`src/rtl/ssa_ram.sv`:
```
`timescale 1ns / 1ps
// ----------------------------------------------------------------------------
// ssa_ram
// Generic single-clock RAM, one write port and one registered read port.
// ----------------------------------------------------------------------------
module ssa_ram #(
    parameter int WIDTH = 8,
    parameter int DEPTH = 256
) (
    input  logic                     clk,
    input  logic                     we,
    input  logic [$clog2(DEPTH)-1:0] waddr,
    input  logic [WIDTH-1:0]         wdata,
    input  logic [$clog2(DEPTH)-1:0] raddr,
    output logic [WIDTH-1:0]         rdata
);

    logic [WIDTH-1:0] mem [DEPTH];

    always_ff @(posedge clk)
    begin
        if (we)
        begin
            mem[waddr] <= wdata;
        end
        rdata <= mem[raddr];
    end

endmodule

```
`config.mk`:
```
export PLATFORM = sky130hd
export DESIGN_NAME = ssa_ram
export DESIGN_NICKNAME = d
export VERILOG_FILES = /design/src/rtl/ssa_ram.sv
export SDC_FILE = /design/constraint.sdc
export NUM_CORES = 2
export LEC_CHECK = 0
export ABC_CLOCK_PERIOD_IN_PS = 4100
export BUFFER_PORTS_ARGS = -buffer_cell sky130_fd_sc_hd__buf_2
export CORE_UTILIZATION = 26
export CTS_CLUSTER_SIZE = 40
export DETAILED_ROUTE_END_ITERATION = 6
export PLACE_DENSITY = 0.38
export SLEW_MARGIN = 10
export SYNTH_ARGS = -nofsm -noshare
export SYNTH_HDL_FRONTEND = slang
export SYNTH_SLANG_ARGS = --single-unit
export TNS_END_PERCENT = 5
```
`constraint.sdc`:
```
create_clock -name clk -period 4.1 [get_ports clk]
set_input_delay 0.41 -clock clk [delete_from_list [all_inputs] [get_ports clk]]
set_output_delay 0.41 -clock clk [all_outputs]
set_load 0.01 [all_outputs]
```
==> impl_metrics.env <==
export IMPL_reg2reg_slack_ns=1.11
export IMPL_hold_viol=0
export IMPL_cts_resized=0
export IMPL_p_comb_frac=0.052
export IMPL_htreeDepth=4
export IMPL_vias=39200
export IMPL_drt_iter0_markers=3344
export IMPL_slew_violations=0
export IMPL_die_x_um=555
export IMPL_synth_top_family_by_area="multiplexers"
export IMPL_drive_gt1_frac=0.290
export IMPL_tightest_slew_ns=1.24
export IMPL_grt_pass1_vias=41100
export IMPL_worstPathArrival_ns=3.89
export IMPL_fillers=29200
export IMPL_yosys_area_share_simple=0.0263
export IMPL_async_flop_share=0
export IMPL_yosysWarnings=0
export IMPL_synthTopCellsByArea="edfxtp_1 (77%), mux4_2 (13%), mux2i_1 (1.7%)"
export IMPL_start_util=0.262
export IMPL_whs_ns=0.0445
export IMPL_setup_tns_ns=0
export IMPL_vias_per_cell=4.62
export IMPL_io_buffers=33
export IMPL_crit_fanout=18
export IMPL_finClkSkew_ns=0.0393
export IMPL_synth_most_common_cell="edfxtp_1"
export IMPL_synthAdderAreaFrac=0
export IMPL_rows=202
export IMPL_outcome="completed"
export IMPL_synth_area_um2=79600
export IMPL_grt_overflow=0
export IMPL_fin_area_um2=94500
export IMPL_area_delta_synth_final_pct=18.8
export IMPL_p_clk_frac=0.438
export IMPL_synth_edf_count=2048
export IMPL_seq_power_share=0.510
export IMPL_dp_cells=8054
export IMPL_grt_max_degree=132
export IMPL_rsz0062_at_grt="false"
export IMPL_core_area_um2=304000
export IMPL_grt_pass1_wl_mm=341
export IMPL_grt_antenna_before_repair=18
export IMPL_p_int_mw=35.5
export IMPL_timing_final_ws_setup_ns=0.980
export IMPL_setup_viol=0
export IMPL_hp_class="in2reg"
export IMPL_clock_latency_ns=0.88
export IMPL_cts_root_buf="clkbuf_16"
export IMPL_synth_seq_area_share=0.775
export IMPL_synth_common_cells="edfxtp_1 (2048), mux4_2 (454), nor2_1 (282), mux2i_1 (134), a22oi_1 (133)"
export IMPL_worstSetupEndpointType="flip-flop"
export IMPL_min_period_over_period=0.761
export IMPL_drv_cap=0
export IMPL_placed_area_um2=87300
export IMPL_power_switching_mw=10.0
export IMPL_power_leakage_nw=29.4
export IMPL_synth_cell_types=55
export IMPL_fmaxAchievable_ghz=0.321
export IMPL_cts_sinks=2056
export IMPL_post_route_min_period_ns=3.12
export IMPL_power_density_nw_per_um2=482
export IMPL_ioPinCount=34
export IMPL_drc_errors=0
export IMPL_drtPass1Iterations=5
export IMPL_die_area_um2=308000
export IMPL_post_drt_wl_per_cell_um=28.9
export IMPL_crit_type="in2reg"
export IMPL_peakVddDrop_uv=317
export IMPL_ys_flop_type="edfxtp_1"
export IMPL_synth_area_per_cell_um2=21.3
export IMPL_syn_num_nets=3759
export IMPL_yosys_area_top_type="edfxtp_1"
export IMPL_switching_share=0.221
export IMPL_synth_top_area_frac=0.773
export IMPL_dpl_hpwl_mm=159
export IMPL_dp_slack_ns=0.127
export IMPL_drtAntennaViolNets=0
export IMPL_max_slew_margin=0.173
export IMPL_cts_path_max_buffers=4
export IMPL_finalWirelength_mm=245
export IMPL_cts_buffers=233
export IMPL_layoutNonFillerInstCount=8482
export IMPL_required_ns=4.87
export IMPL_critPathLaunchType="primary input"
export IMPL_grtUsageTotal=0.157
export IMPL_die_h_um=555
export IMPL_synth_compound_area_share=0.0342
export IMPL_syn_inst=3733
export IMPL_nNetsFinal=4237
export IMPL_clk_pin_slew_ns=0.06
export IMPL_synth_mux_area_frac=0.146
export IMPL_synthXorXnorAreaFrac=0
export IMPL_ys_ff_latch=2056
export IMPL_gp_congestion=0.797
export IMPL_tritoncts="done"
area by class of cell:
type	instances	area, µm²	share of cell area
clock inverter	128	1090	0.0116
clock buffer	293	6090	0.0644
multi-input combinational	1442	16600	0.175
sequential	2056	61700	0.653
antenna	5	12.5	0.000132
tap	4080	5100	0.0540
timing repair buffer	476	3960	0.0419
inverter	2	7.51	0.0000794
cell families after synthesis:
family / after synthesis
AOI/OAI and AO/OA: 385
buffers and inverters: 235
DFF: 2056
muxes: 591
and+or+nand+nor: 466
final timing paths:
check              start          to  cells after the start
max             raddr[4]    rdata[3]                      9
min             wdata[1]  mem[76][1]                      1
max reg2reg   mem[43][5]    rdata[5]                      7
min reg2reg  mem[164][5]    rdata[5]                      5
repair_timing:
action,4_1_cts,5_1_grt
endpoints found under the setup margin,0,0
hold buffers,2,0
setup buffers,0,0
hold endpoints to repair,65,0
per-layer routing:
| metal | up-vias | wire [µm] | track usage |
|---|---|---|---|
| met1 | 21400 | 111000 | 0.217 |
| met3 | 272 | 9460 | 0.0213 |
| met2 | 831 | 120000 | 0.264 |
| met5 | - | 0 | 0 |
| li1 | 16700 | - | - |
| met4 | 0 | 4720 | 0.0325 |
registers in the layout (all words and copies together) (netlist names):
| register | cells |
|---|---|
| mem | 2048 |
| rdata | 8 |
through the flow:
stage          utilization  power, mW
2_1_floorplan            -       24.8
3_3_place_gp         0.287       26.1
3_5_place_dp         0.288       26.1
4_1_cts              0.311       46.2
5_1_grt              0.311       46.9
6_report             0.311       45.5
cells in the final DEF (no fill, tap or decap), drive strengths merged, types with 17 or more instances in the layout:
| cell | n |
|---|---|
| a21oi | 96 |
| a22oi | 133 |
| buf | 474 |
| bufinv | 17 |
| clkbuf | 293 |
| clkinv | 96 |
| edfxtp | 2048 |
| mux2i | 134 |
| mux4 | 456 |
| nand2 | 33 |
| nand3 | 34 |
| nor2 | 282 |
| nor2b | 31 |
| nor3 | 22 |
| nor4 | 27 |
| o221ai | 47 |
| o22ai | 28 |
power groups by stage:
stage / Clock (mW) / Combinational [mW] / Sequential (mW)
floorplan: 0 / 1.13 / 23.6
global placement: 0 / 2.42 / 23.7
detailed placement: 0 / 2.43 / 23.7
CTS: 20.5 / 2.43 / 23.2
global route: 21.2 / 2.50 / 23.2
finish: 20.0 / 2.35 / 23.2
worst max-delay path, cell delays in order:
cell,delay (ns)
buf_2,0.66
nor2b_4,0.63
buf_4,0.33
buf_4,0.21
a22oi_1,0.11
a21oi_1,0.72
nor3_1,0.22
buf_4,0.20
nor4_1,0.30
(Power assumes the default switching activity.)
